==> config.mk <==
export PLATFORM = sky130hd
export DESIGN_NAME = i2c_master_byte_engine_flat
export DESIGN_NICKNAME = d
export VERILOG_FILES = /design/src/rtl/core/i2cbe_pkg.sv /design/src/rtl/core/i2cbe_if.sv /design/src/rtl/core/i2cbe_seq.sv /design/src/rtl/core/i2cbe_skid.sv /design/src/rtl/core/i2c_master_byte_engine.sv /design/src/flat_wrapper.sv
export SDC_FILE = /design/constraint.sdc
export NUM_CORES = 1
export LEC_CHECK = 0
export BUFFER_PORTS_ARGS = -buffer_cell sky130_fd_sc_hd__buf_2
export CORE_UTILIZATION = 40
export DETAILED_ROUTE_END_ITERATION = 16
export SLEW_MARGIN = 40
export SYNTH_ARGS = -nofsm -noshare
export SYNTH_HDL_FRONTEND = slang
export SYNTH_SLANG_ARGS = --single-unit
==> constraint.sdc <==
create_clock -name clk -period 3.27 [get_ports clk]
set_clock_uncertainty 0.05 [all_clocks]
set_input_delay 0.4905 -clock clk [delete_from_list [all_inputs] [get_ports clk]]
set_output_delay 0.4905 -clock clk [all_outputs]
set_load 0.03 [all_outputs]
==> src/rtl/core/i2cbe_pkg.sv <==
// Package for the I2C master byte engine: opcodes, pin and payload structs.
// Used by the sequencer, the output buffer and the top level.
package i2cbe_pkg;

  localparam logic [2:0] OP_START    = 3'd0;
  localparam logic [2:0] OP_STOP     = 3'd1;
  localparam logic [2:0] OP_WRITE    = 3'd2;
  localparam logic [2:0] OP_READ     = 3'd3;
  localparam logic [2:0] OP_READ_ACK = 3'd4;
  localparam logic [2:0] OP_SEND_ACK = 3'd5;

  localparam logic [7:0] HALF_PERIOD_RESET = 8'd2;
  localparam logic [3:0] BITS_PER_BYTE     = 4'd8;
  localparam logic [3:0] BITS_PER_ACK      = 4'd1;

  typedef struct packed {
    logic scl;
    logic sda;
    logic drv;
  } pins_t;

  typedef struct packed {
    logic       cmd_valid;
    logic [2:0] opcode;
    logic [7:0] data_byte;
    logic       ack_bit;
    logic       sda_in;
  } tick_t;

  typedef struct packed {
    logic       scl_level;
    logic       sda_level;
    logic       sda_drive;
    logic       busy_res;
    logic       done_res;
    logic [7:0] read_data;
    logic       ack_seen;
  } res_t;

endpackage

==> src/rtl/core/i2cbe_if.sv <==
// Channel interfaces of the I2C master byte engine: tick input, status output
// and configuration write. Depends on nothing but plain logic types.
interface i2cbe_tick_if;
  logic       valid;
  logic       ready;
  logic       cmd_valid;
  logic [2:0] opcode;
  logic [7:0] data_byte;
  logic       ack_bit;
  logic       sda_in;

  modport source (output valid, cmd_valid, opcode, data_byte, ack_bit, sda_in, input ready);
  modport sink (input valid, cmd_valid, opcode, data_byte, ack_bit, sda_in, output ready);
endinterface

interface i2cbe_res_if;
  logic       valid;
  logic       ready;
  logic       scl_level;
  logic       sda_level;
  logic       sda_drive;
  logic       busy_res;
  logic       done_res;
  logic [7:0] read_data;
  logic       ack_seen;

  modport source (output valid, scl_level, sda_level, sda_drive, busy_res, done_res,
                  read_data, ack_seen, input ready);
  modport sink (input valid, scl_level, sda_level, sda_drive, busy_res, done_res,
                read_data, ack_seen, output ready);
endinterface

interface i2cbe_cfg_if;
  logic       valid;
  logic       ready;
  logic [7:0] half_period_ticks;

  modport source (output valid, half_period_ticks, input ready);
  modport sink (input valid, half_period_ticks, output ready);
endinterface

==> src/rtl/core/i2cbe_seq.sv <==
// Bus sequencer of the I2C master byte engine: phase, counters, shift and pin
// registers, and the status beat that each tick produces. Uses i2cbe_pkg.
module i2cbe_seq (
  input  logic               clk,
  input  logic               rst,
  input  logic [7:0]         half_period_ticks,
  input  logic               push,
  input  i2cbe_pkg::tick_t   tick,
  output i2cbe_pkg::res_t    res_next
);

  typedef enum logic [3:0] {
    PH_IDLE,
    PH_START_A,
    PH_START_B,
    PH_STOP_A,
    PH_STOP_B,
    PH_BIT_LOW,
    PH_BIT_HIGH
  } phase_t;

  phase_t              phase, phase_next;
  logic [2:0]          active_op, active_op_next;
  logic [3:0]          bit_count, bit_count_next;
  logic [7:0]          shift_reg, shift_reg_next;
  logic [7:0]          tick_count, tick_count_next;
  i2cbe_pkg::pins_t    pins, pins_next;
  logic                ack_reg, ack_reg_next;
  logic [7:0]          read_reg, read_reg_next;
  logic                done;

  logic [7:0] seg_len;
  logic [7:0] tick_inc;
  logic [3:0] bit_inc;
  logic [3:0] bit_total;
  logic [7:0] shift_in;

  assign seg_len   = (half_period_ticks == 8'd0) ? 8'd1 : half_period_ticks;
  assign tick_inc  = (tick_count == 8'hFF) ? tick_count : tick_count + 8'd1;
  assign bit_inc   = bit_count + 4'd1;
  assign bit_total = (active_op == i2cbe_pkg::OP_WRITE || active_op == i2cbe_pkg::OP_READ)
                     ? i2cbe_pkg::BITS_PER_BYTE : i2cbe_pkg::BITS_PER_ACK;
  assign shift_in  = {shift_reg[6:0], tick.sda_in};

  always_comb begin
    phase_next      = phase;
    active_op_next  = active_op;
    bit_count_next  = bit_count;
    shift_reg_next  = shift_reg;
    tick_count_next = tick_count;
    pins_next       = pins;
    ack_reg_next    = ack_reg;
    read_reg_next   = read_reg;
    done            = 1'b0;

    if (phase == PH_IDLE) begin
      if (tick.cmd_valid && tick.opcode <= i2cbe_pkg::OP_SEND_ACK) begin
        active_op_next  = tick.opcode;
        tick_count_next = 8'd0;
        bit_count_next  = 4'd0;
        phase_next      = PH_BIT_LOW;
        case (tick.opcode)
          i2cbe_pkg::OP_START: begin
            pins_next  = '{scl: 1'b1, sda: 1'b1, drv: 1'b1};
            phase_next = PH_START_A;
          end
          i2cbe_pkg::OP_STOP: begin
            pins_next  = '{scl: 1'b0, sda: 1'b0, drv: 1'b1};
            phase_next = PH_STOP_A;
          end
          i2cbe_pkg::OP_WRITE: begin
            // First data bit goes out with SCL low straight away.
            pins_next      = '{scl: 1'b0, sda: tick.data_byte[7], drv: 1'b1};
            shift_reg_next = {tick.data_byte[6:0], 1'b0};
          end
          i2cbe_pkg::OP_READ: begin
            shift_reg_next = 8'd0;
            pins_next      = '{scl: 1'b0, sda: 1'b1, drv: 1'b0};
          end
          i2cbe_pkg::OP_READ_ACK: begin
            pins_next = '{scl: 1'b0, sda: 1'b1, drv: 1'b0};
          end
          default: begin
            pins_next = '{scl: 1'b0, sda: tick.ack_bit, drv: 1'b1};
          end
        endcase
      end
    end else begin
      tick_count_next = tick_inc;
      if (tick_inc >= seg_len) begin
        tick_count_next = 8'd0;
        unique case (phase)
          PH_START_A: begin
            pins_next  = '{scl: 1'b1, sda: 1'b0, drv: 1'b1};
            phase_next = PH_START_B;
          end
          PH_START_B: begin
            pins_next  = '{scl: 1'b0, sda: 1'b0, drv: 1'b1};
            phase_next = PH_IDLE;
            done       = 1'b1;
          end
          PH_STOP_A: begin
            pins_next  = '{scl: 1'b1, sda: 1'b0, drv: 1'b1};
            phase_next = PH_STOP_B;
          end
          PH_STOP_B: begin
            pins_next  = '{scl: 1'b1, sda: 1'b1, drv: 1'b1};
            phase_next = PH_IDLE;
            done       = 1'b1;
          end
          PH_BIT_LOW: begin
            pins_next.scl = 1'b1;
            phase_next    = PH_BIT_HIGH;
          end
          PH_BIT_HIGH: begin
            // Sampling happens at the end of the SCL high segment.
            if (active_op == i2cbe_pkg::OP_READ) begin
              shift_reg_next = shift_in;
            end
            if (active_op == i2cbe_pkg::OP_READ_ACK) begin
              ack_reg_next = tick.sda_in;
            end
            bit_count_next = bit_inc;
            pins_next.scl  = 1'b0;
            if (bit_inc < bit_total) begin
              if (active_op == i2cbe_pkg::OP_WRITE) begin
                pins_next      = '{scl: 1'b0, sda: shift_reg[7], drv: 1'b1};
                shift_reg_next = {shift_reg[6:0], 1'b0};
              end
              phase_next = PH_BIT_LOW;
            end else begin
              if (active_op != i2cbe_pkg::OP_SEND_ACK) begin
                pins_next = '{scl: 1'b0, sda: 1'b0, drv: 1'b1};
              end
              if (active_op == i2cbe_pkg::OP_READ) begin
                read_reg_next = shift_in;
              end
              phase_next = PH_IDLE;
              done       = 1'b1;
            end
          end
          default: begin
            phase_next = PH_IDLE;
          end
        endcase
      end
    end
  end

  always_ff @(posedge clk) begin
    if (rst) begin
      phase      <= PH_IDLE;
      active_op  <= 3'd0;
      bit_count  <= 4'd0;
      shift_reg  <= 8'd0;
      tick_count <= 8'd0;
      pins       <= '{scl: 1'b1, sda: 1'b1, drv: 1'b1};
      ack_reg    <= 1'b1;
      read_reg   <= 8'd0;
    end else if (push) begin
      phase      <= phase_next;
      active_op  <= active_op_next;
      bit_count  <= bit_count_next;
      shift_reg  <= shift_reg_next;
      tick_count <= tick_count_next;
      pins       <= pins_next;
      ack_reg    <= ack_reg_next;
      read_reg   <= read_reg_next;
    end
  end

  always_comb begin
    res_next.scl_level = pins_next.scl;
    res_next.sda_level = pins_next.sda;
    res_next.sda_drive = pins_next.drv;
    res_next.busy_res  = (phase_next != PH_IDLE);
    res_next.done_res  = done;
    res_next.read_data = read_reg_next;
    res_next.ack_seen  = ack_reg_next;
  end

  // A completing command always leaves the engine idle in the same beat.
  a_done_idle: assert property (@(posedge clk) disable iff (rst)
    push && done |-> phase_next == PH_IDLE)
    else $error("done raised while the sequencer stays busy");

  // The bit counter never runs past one byte.
  a_bit_count: assert property (@(posedge clk) disable iff (rst)
    bit_count <= i2cbe_pkg::BITS_PER_BYTE)
    else $error("bit counter beyond a byte");

  // SCL follows the bit phase: low in the low segment, high in the high one.
  a_scl_phase: assert property (@(posedge clk) disable iff (rst)
    (phase == PH_BIT_LOW |-> !pins.scl) and (phase == PH_BIT_HIGH |-> pins.scl))
    else $error("SCL level disagrees with the bit phase");

endmodule

==> src/rtl/core/i2cbe_skid.sv <==
// Two-entry output buffer of the I2C master byte engine, so that the input
// ready is a register and not a path from the output ready. Uses i2cbe_pkg.
module i2cbe_skid (
  input  logic             clk,
  input  logic             rst,
  input  logic             push,
  input  i2cbe_pkg::res_t  push_data,
  output logic             can_push,
  output logic             out_valid,
  input  logic             out_ready,
  output i2cbe_pkg::res_t  out_data
);

  logic            spare_valid;
  i2cbe_pkg::res_t spare_data;
  logic            pop;

  assign pop      = out_valid && out_ready;
  assign can_push = !spare_valid;

  always_ff @(posedge clk) begin
    if (rst) begin
      out_valid   <= 1'b0;
      spare_valid <= 1'b0;
    end else if (spare_valid) begin
      if (pop) begin
        out_data    <= spare_data;
        spare_valid <= 1'b0;
      end
    end else if (push) begin
      if (!out_valid || pop) begin
        out_data  <= push_data;
        out_valid <= 1'b1;
      end else begin
        spare_data  <= push_data;
        spare_valid <= 1'b1;
      end
    end else if (pop) begin
      out_valid <= 1'b0;
    end
  end

  // The spare entry is only ever filled behind a held output beat.
  a_spare_behind: assert property (@(posedge clk) disable iff (rst)
    spare_valid |-> out_valid)
    else $error("spare entry holds a beat with the output empty");

endmodule

==> src/rtl/core/i2c_master_byte_engine.sv <==
// Top level of the I2C master byte engine: configuration register and the
// wiring of sequencer and output buffer. Uses i2cbe_pkg and i2cbe_if.sv.
//
// This block is a bit-level I2C master sequencer. Every beat on the tick
// channel is one bus tick; it may carry a command (start, stop, write byte
// MSB first, read byte, read the slave ACK, send ACK or NACK) and always
// carries the sampled SDA pin. A command is only taken when the engine is
// idle; others are ignored, as are opcodes six and seven. For every tick beat
// exactly one status beat comes out with the SCL level, the SDA level and
// drive enable, busy, a one-tick done pulse, the last byte read and the last
// slave ACK seen. Each SCL half period lasts half_period_ticks ticks (zero
// behaves as one), written through the configuration channel, which is
// always ready and should be written while the engine is idle. Read bits are
// sampled on the tick that ends an SCL high segment. The engine takes one
// tick per clock cycle while the output buffer has room: the whole sequencer
// step is a single pass of logic from the state registers into the status
// buffer, which registers each status beat. A two-entry output buffer keeps
// tick ready a register; ready drops only once two status beats are waiting.
module i2c_master_byte_engine (
  input logic        clk,
  input logic        rst,
  i2cbe_cfg_if.sink  cfg,
  i2cbe_tick_if.sink tick,
  i2cbe_res_if.source status
);

  logic             half_period_ticks;
  logic [7:0]       half_period;
  logic             accept;
  logic             can_push;
  i2cbe_pkg::tick_t tick_data;
  i2cbe_pkg::res_t  res_next;
  i2cbe_pkg::res_t  res_out;

  // The half period register takes every write at once.
  assign cfg.ready         = 1'b1;
  assign half_period_ticks = cfg.valid && cfg.ready;

  always_ff @(posedge clk) begin
    if (rst) begin
      half_period <= i2cbe_pkg::HALF_PERIOD_RESET;
    end else if (half_period_ticks) begin
      half_period <= cfg.half_period_ticks;
    end
  end

  // A tick is taken whenever the output buffer has room for its status beat.
  assign tick.ready = can_push;
  assign accept     = tick.valid && tick.ready;

  always_comb begin
    tick_data.cmd_valid = tick.cmd_valid;
    tick_data.opcode    = tick.opcode;
    tick_data.data_byte = tick.data_byte;
    tick_data.ack_bit   = tick.ack_bit;
    tick_data.sda_in    = tick.sda_in;
  end

  i2cbe_seq u_seq (
    .clk               (clk),
    .rst               (rst),
    .half_period_ticks (half_period),
    .push              (accept),
    .tick              (tick_data),
    .res_next          (res_next)
  );

  i2cbe_skid u_skid (
    .clk       (clk),
    .rst       (rst),
    .push      (accept),
    .push_data (res_next),
    .can_push  (can_push),
    .out_valid (status.valid),
    .out_ready (status.ready),
    .out_data  (res_out)
  );

  assign status.scl_level = res_out.scl_level;
  assign status.sda_level = res_out.sda_level;
  assign status.sda_drive = res_out.sda_drive;
  assign status.busy_res  = res_out.busy_res;
  assign status.done_res  = res_out.done_res;
  assign status.read_data = res_out.read_data;
  assign status.ack_seen  = res_out.ack_seen;

endmodule
==> src/flat_wrapper.sv <==
// flat-port wrapper written by rule: the top's interface ports become plain ports
module i2c_master_byte_engine_flat 
  (clk, rst, cfg_valid, cfg_half_period_ticks, cfg_ready, tick_valid, tick_cmd_valid, tick_opcode, tick_data_byte, tick_ack_bit, tick_sda_in, tick_ready, status_valid, status_scl_level, status_sda_level, status_sda_drive, status_busy_res, status_done_res, status_read_data, status_ack_seen, status_ready);
  i2cbe_cfg_if cfg_i ();
  i2cbe_tick_if tick_i ();
  i2cbe_res_if status_i ();
  input logic clk;
  input logic rst;
  input wire logic [$bits(cfg_i.valid)-1:0] cfg_valid;
  input wire logic [$bits(cfg_i.half_period_ticks)-1:0] cfg_half_period_ticks;
  output wire logic [$bits(cfg_i.ready)-1:0] cfg_ready;
  input wire logic [$bits(tick_i.valid)-1:0] tick_valid;
  input wire logic [$bits(tick_i.cmd_valid)-1:0] tick_cmd_valid;
  input wire logic [$bits(tick_i.opcode)-1:0] tick_opcode;
  input wire logic [$bits(tick_i.data_byte)-1:0] tick_data_byte;
  input wire logic [$bits(tick_i.ack_bit)-1:0] tick_ack_bit;
  input wire logic [$bits(tick_i.sda_in)-1:0] tick_sda_in;
  output wire logic [$bits(tick_i.ready)-1:0] tick_ready;
  output wire logic [$bits(status_i.valid)-1:0] status_valid;
  output wire logic [$bits(status_i.scl_level)-1:0] status_scl_level;
  output wire logic [$bits(status_i.sda_level)-1:0] status_sda_level;
  output wire logic [$bits(status_i.sda_drive)-1:0] status_sda_drive;
  output wire logic [$bits(status_i.busy_res)-1:0] status_busy_res;
  output wire logic [$bits(status_i.done_res)-1:0] status_done_res;
  output wire logic [$bits(status_i.read_data)-1:0] status_read_data;
  output wire logic [$bits(status_i.ack_seen)-1:0] status_ack_seen;
  input wire logic [$bits(status_i.ready)-1:0] status_ready;
  assign cfg_i.valid = cfg_valid;
  assign cfg_i.half_period_ticks = cfg_half_period_ticks;
  assign cfg_ready = cfg_i.ready;
  assign tick_i.valid = tick_valid;
  assign tick_i.cmd_valid = tick_cmd_valid;
  assign tick_i.opcode = tick_opcode;
  assign tick_i.data_byte = tick_data_byte;
  assign tick_i.ack_bit = tick_ack_bit;
  assign tick_i.sda_in = tick_sda_in;
  assign tick_ready = tick_i.ready;
  assign status_valid = status_i.valid;
  assign status_scl_level = status_i.scl_level;
  assign status_sda_level = status_i.sda_level;
  assign status_sda_drive = status_i.sda_drive;
  assign status_busy_res = status_i.busy_res;
  assign status_done_res = status_i.done_res;
  assign status_read_data = status_i.read_data;
  assign status_ack_seen = status_i.ack_seen;
  assign status_i.ready = status_ready;
  i2c_master_byte_engine u_core (.clk(clk), .rst(rst), .cfg(cfg_i), .tick(tick_i), .status(status_i));
endmodule
Word-level counts from Yosys, hierarchy flattened --
Cells that the tools add are included.
Operators by class: bitwise logic cells 3, shift operators 0, add/subtract/negate cells 2, divide/modulo/power cells 0, multiply operators 0, mux-type cells 57, magnitude comparators 3, equal/unequal tests 19, reductions and logical operators 27
Operators by type and width (count):
- $mux 8 | 17
- $mux 14 | 4
- $mux 4 | 8
- $pmux 3 s4 | 2
- $pmux 8 s2 | 1
- $mux 3 | 5
- $mux 1 | 14
- $eq 3x2->1 const B | 4
- $eq 4x3->1 const B | 3
- $reduce_and 4->1 | 3
- $reduce_bool 2->1 | 5
- $add 8x1->8 const B | 1
- $eq 4x2->1 const B | 2
- $eq 8x8->1 const B | 1
- $ge 8x8->1 | 1
- $logic_not 8->1 | 1
- $eq 3x3->1 const B | 2
- $pmux 2 s3 | 1
- $pmux 3 s2 | 1
- $reduce_and 3->1 | 2
- $reduce_and 5->1 | 1
- $add 4x1->4 const B | 1
- $eq 4x1->1 const B | 1
- $logic_not 4->1 | 1
- 20 further kinds | 29
Storage, ports and cells: ROM bits 0, input bits 27, bits in writable memories 0, bits in registers 77, output and inout bits 17, latch bits 0, word-level logic and storage cells 138, memories 0

Logic depth before layout (Yosys ltp) --
depth after elaboration 12, mapped depth 13, mapped depth without buffers 12

Cells and area by module --
From an unflattened synthesis, not the netlist that was laid out.
Unflattened totals: cell total of the unflattened synthesis 429, area, all modules 4167.7 um^2
By module, submodules not included:
- i2cbe_seq | cells an instance 343, seq. area each 780.7 um^2, times used 1, area an instance 2707.6 um^2
- i2cbe_skid | cells an instance 57, seq. area each 880.8 um^2, times used 1, area an instance 1152.4 um^2
- i2c_master_byte_engine | cells an instance 29, seq. area each 160.2 um^2, times used 1, area an instance 307.8 um^2

Worst setup path after synthesis --
Ideal clock, no wire load.
path kind register -> register, start register u_core.u_seq.tick_count[0], end register u_core.u_skid.out_data[1] in the netlist's numbering, data pin, buffers on the path 1, arrival 2758 ps, cell stages (with the launch flop) 14, data required time 2930 ps, slack 173 ps, setup time 290 ps, period minus slack after synthesis 3097 ps, path through dfxtp_1 -> ha_1 -> and3_1 -> nand3_1 -> nand3_1 -> o21a_1 -> ha_1 -> o21a_1 -> o21ai_0 -> and2b_1 -> or4_1 -> clkbuf_1 -> o21ai_0 -> a31oi_1
Between the ends: word-level cells in the longest chain between the ends 8, elaborated cells on any way between the ends 9, those cells by class add/sub: 1; order compare: 1; eq/ne: 1; mux: 6
RTL lines:
- start, declared | RTL line i2cbe_seq.sv:26 | logic [7:0] tick_count, tick_count_next;
- start signal, assigned | RTL line i2cbe_seq.sv:165 | tick_count <= tick_count_next;
- $add 8x1->8 or $eq 8x8->1 (tied branches) | RTL line i2cbe_seq.sv:39 | assign tick_inc = (tick_count == 8'hFF) ? tick_count : tick_count + 8'd1;
- $mux 8 (*) | RTL line i2cbe_seq.sv:39
- $ge 8x8->1 (*) | RTL line i2cbe_seq.sv:90 | if (tick_inc >= seg_len) begin
- $mux 8 (*) | RTL line i2cbe_seq.sv:90
- $mux 8 (*) | RTL line i2cbe_seq.sv:56 | if (phase == PH_IDLE) begin
- $mux 14 (*) | RTL line i2cbe_skid.sv:31 | if (!out_valid || pop) begin
- $mux 14 (*) | RTL line i2cbe_skid.sv:30 | end else if (push) begin
- $mux 14 (*) | RTL line i2cbe_skid.sv:25 | end else if (spare_valid) begin
- end signal, assigned | RTL line i2cbe_skid.sv:27 | out_data <= spare_data;
- end signal, assigned | RTL line i2cbe_skid.sv:32 | out_data <= push_data;
- end, declared | RTL line i2cbe_skid.sv:11 | output i2cbe_pkg::res_t out_data
Mark *: on every way between the ends. The rest lies on a longest branch, timed or not. The select of a mux whose other input is x is not followed. A chain may end at the register's enable or synchronous reset.

Final worst setup path --
start register u_core.u_seq.tick_count[0], end register u_core.u_seq.ack_reg
Between the ends: word-level cells in the longest chain between the ends 5, elaborated cells on any way between the ends 6, those cells by class add/sub: 1; order compare: 1; eq/ne: 1; mux: 3
RTL lines:
- $add 8x1->8 or $eq 8x8->1 (tied branches) | RTL line i2cbe_seq.sv:39
- $mux 8 (*) | RTL line i2cbe_seq.sv:39
- $ge 8x8->1 (*) | RTL line i2cbe_seq.sv:90
- $mux 1 (*) | RTL line i2cbe_seq.sv:90
- $mux 1 (*) | RTL line i2cbe_seq.sv:56
- end signal, assigned | RTL line i2cbe_seq.sv:167 | ack_reg <= ack_reg_next;
- end, declared | RTL line i2cbe_seq.sv:28 | logic ack_reg, ack_reg_next;
Mark *: on every way between the ends. The rest lies on a longest branch, timed or not.

==> out/metrics.yaml <==
ys_dominant_reg_cell: "dfxtp_1"
regArea_sq_um: 1820
insertion_delay_ps: 360
cts_hold_buf: 0
worst_pin_slew_ps: 681
grt_max_degree: 43
rr_startpoint: "u_core.u_seq.tick_count[0]$_SDFFE_PP0P_"
portBuffers: 42
synth-seq-cells: 77
timing.max_cap.violations: 0
layout_common_cells: "54 x nand2_1, 47 x dfxtp_1, 43 x buf_2"
routedWlPerCell_microns: 15.3
largestRegisters: "u_core.u_skid.out_data: 14 flops, u_core.u_skid.spare_data: 14 flops"
vias: 3665
antenna_cells: 0
overflow: 0
synth_nets: 517
worstSetupPathType: "reg2reg"
cp_cell_sequence: "ha_1, and3_4, nand3_2, nor3_2, a21oi_1, ha_1, o21a_1, o21ai_1, and2b_2, buf_4, nor4_4, buf_4, a21boi_0, a311o_1"
cts_tree: "built"
synth_area_sq_um: 4190
reg2reg_slack_ps: 150
areaGrowthSynthToFinish_pct: 17.8
die_w_microns: 104
numClockSinks: 77
grt.total_usage_pct: 19.1
drt-total-wl_mm: 10.2
min_period_ps: 3120
synth-edff-count: 28
crit_path_end_kind: "flop"
route.detailed.drc: 0
async_reset_ff_share_pct: 0
critPathTopFamily: "simple AND/OR/NAND/NOR gates"
cts_buffers: 9
drtAntennaViolNets: 0
hold_path_end: "u_core.u_skid.spare_valid$_SDFF_PP0_"
nFillCells: 971
wl_met1_mm: 5.00
critical_path_buf_inv_count: 2
synth_cells: 479
htree_levels: 3
hold_path_class: "in2reg"
coreArea_sq_um: 9950
p_leak_nw: 1.94
hold_start: "status_ready"
rows: 36
status: "finished, final reports clean"
start_kind: "flop"
r2r-end: "u_core.u_seq.ack_reg$_SDFFE_PP1P_"
critical_path_arrival_ps: 3320
cp_slowest_cell: "dfxtp_2"
io-pin-count: 44
ys_warn_count: 0
setup_viol: 0
die_area_sq_um: 10900
drive_gt1_share_pct: 23.4
wl_met3_microns: 383
p_per_area_nw_per_um2: 440
grt_pass1_vias: 3443
viasPerCell: 5.49
start_util_pct: 42.0
clk_pin_slew_worst_paths_ps: 90
period_share_pct: 95.3
ctsRootBufferMaster: "clkbuf_8"
firstDrtPassIters: 5
grt_pass1_wl_mm: 16.8
r2r_cells: 14
cp.required_ps: 3470
cpPeakStageDelay_ps: 340
routed.top_layer: "met4"
gp_congestion: 0.849
slew_violations: 0
synth_cell_type_count: 61
post-dp-hpwl_mm: 7.12
ir_drop_uv: 223
route.met2.wl_mm: 4.66
holdPathStages: 2
tns_ps: 0
ys_seq_area_share_pct: 43.5
max_slew_margin_pct: 54.6
drt_iter0_drc: 199
fmax_mhz: 321
crit_fanout: 7
multiInputGateArea_sq_um: 2270
hold_viol_final: 0
cts_buffer_depth: 2
avgSynthCellArea_sq_um: 8.74
nets: 568
fp.dieH_microns: 104
fin_hold_ws_ps: 297
layout_commonest_cell: "nand2_1"
antenna_found_initial: 0
-- stage by stage --
step	area [sq um]	util, %	power (mW)	worst slack, ps	cells
2_1_floorplan	4190	-	1.34	173	479
3_3_place_gp	4600	46.2	1.46	20.0	648
3_5_place_dp	4600	46.2	1.47	-83.8	648
4_1_cts	4800	48.2	2.16	16.6	664
5_1_grt	4930	49.5	2.27	-15.9	668
6_report	4930	49.5	2.17	154	668
-- worst max-delay path by stage --
stage / startpoint / endpoint / cells after the start
2_1_floorplan: u_core.u_seq.tick_count[0]$_SDFFE_PP0P_ / u_core.u_skid.out_data[1]$_DFFE_PP_ / 13
3_3_place_gp: u_core.u_seq.tick_count[0]$_SDFFE_PP0P_ / u_core.u_skid.out_data[6]$_DFFE_PP_ / 11
3_5_place_dp: u_core.u_seq.tick_count[0]$_SDFFE_PP0P_ / u_core.u_skid.out_data[5]$_DFFE_PP_ / 11
4_1_cts: u_core.u_seq.tick_count[0]$_SDFFE_PP0P_ / u_core.u_skid.out_data[10]$_DFFE_PP_ / 11
5_1_grt: u_core.u_seq.tick_count[1]$_SDFFE_PP0P_ / u_core.u_seq.ack_reg$_SDFFE_PP1P_ / 14
6_report: u_core.u_seq.tick_count[0]$_SDFFE_PP0P_ / u_core.u_seq.ack_reg$_SDFFE_PP1P_ / 14
-- timing repair --
item | in CTS | in global routing
pin swaps | 0 | 5
hold endpoints to repair | 0 | 0
buffers inserted | 0 | 2
cloned | 0 | 2
gates resized for setup | 2 | 35
endpoints found under the setup margin | 12 | 53
-- report_power, final --
part	total, mW	switching [mW]	internal (mW)	leakage, nW
Combinational	0.409	0.256	0.154	1.20
Sequential	1.06	0.0315	1.03	0.643
Clock	0.699	0.405	0.294	0.0943
Total	2.17	0.692	1.48	1.94
-- layer usage --
| metal | vias to the layer above | global-route usage (%) |
|---|---|---|
| met5 | - | 0 |
| met4 | 0 | 5.71 |
| met3 | 10 | 3.76 |
| met2 | 94 | 30.3 |
| met1 | 1723 | 26.1 |
| li1 | 1838 | - |
-- layout make-up --
cell class	count	share of cell area, %
well taps	133	3.38
multi-input cells	351	46.0
clock inverters	7	1.32
clock buffers	9	2.51
flip-flops and latches	77	37.0
repair buffers	66	7.87
inverters	25	1.90
-- logic make-up (layout without fill, tap and decap cells) --
kind of cell / after synthesis / count (layout) / share of synthesized area [%]
AO/OA/AOI/OAI: 138 / 138 / 21.7
XOR/XNOR: 4 / 4 / 0.837
adder cells (fa/ha/maj): 11 / 11 / 3.29
buffers and inverters: 52 / 107 / 5.23
flip-flops: 77 / 77 / 43.5
multiplexers: 20 / 20 / 4.90
other: 1 / 1 / 0.0896
AND/OR/NAND/NOR: 176 / 177 / 20.4
-- cells in the mapped netlist (6+ instances only) --
| cell type | number | area share, % |
|---|---|---|
| a211oi_1 | 7 | 1.3 |
| a21oi_1 | 36 | 4.3 |
| a221oi_2 | 6 | 2.2 |
| a31oi_1 | 12 | 1.8 |
| and2_1 | 7 | 1.0 |
| and3_1 | 6 | 0.90 |
| buf_2 | 7 | 0.84 |
| clkbuf_1 | 16 | 1.4 |
| dfxtp_1 | 49 | 23 |
| edfxtp_1 | 28 | 20 |
| ha_1 | 11 | 3.3 |
| inv_1 | 24 | 2.2 |
| mux2i_1 | 16 | 3.8 |
| nand2_1 | 54 | 4.8 |
| nand3_1 | 36 | 4.3 |
| nor2_1 | 40 | 3.6 |
| nor2b_1 | 8 | 1.2 |
| nor3_1 | 6 | 0.72 |
| o21a_1 | 6 | 1.1 |
| o21ai_0 | 40 | 4.8 |
(Power assumes the default switching activity.)
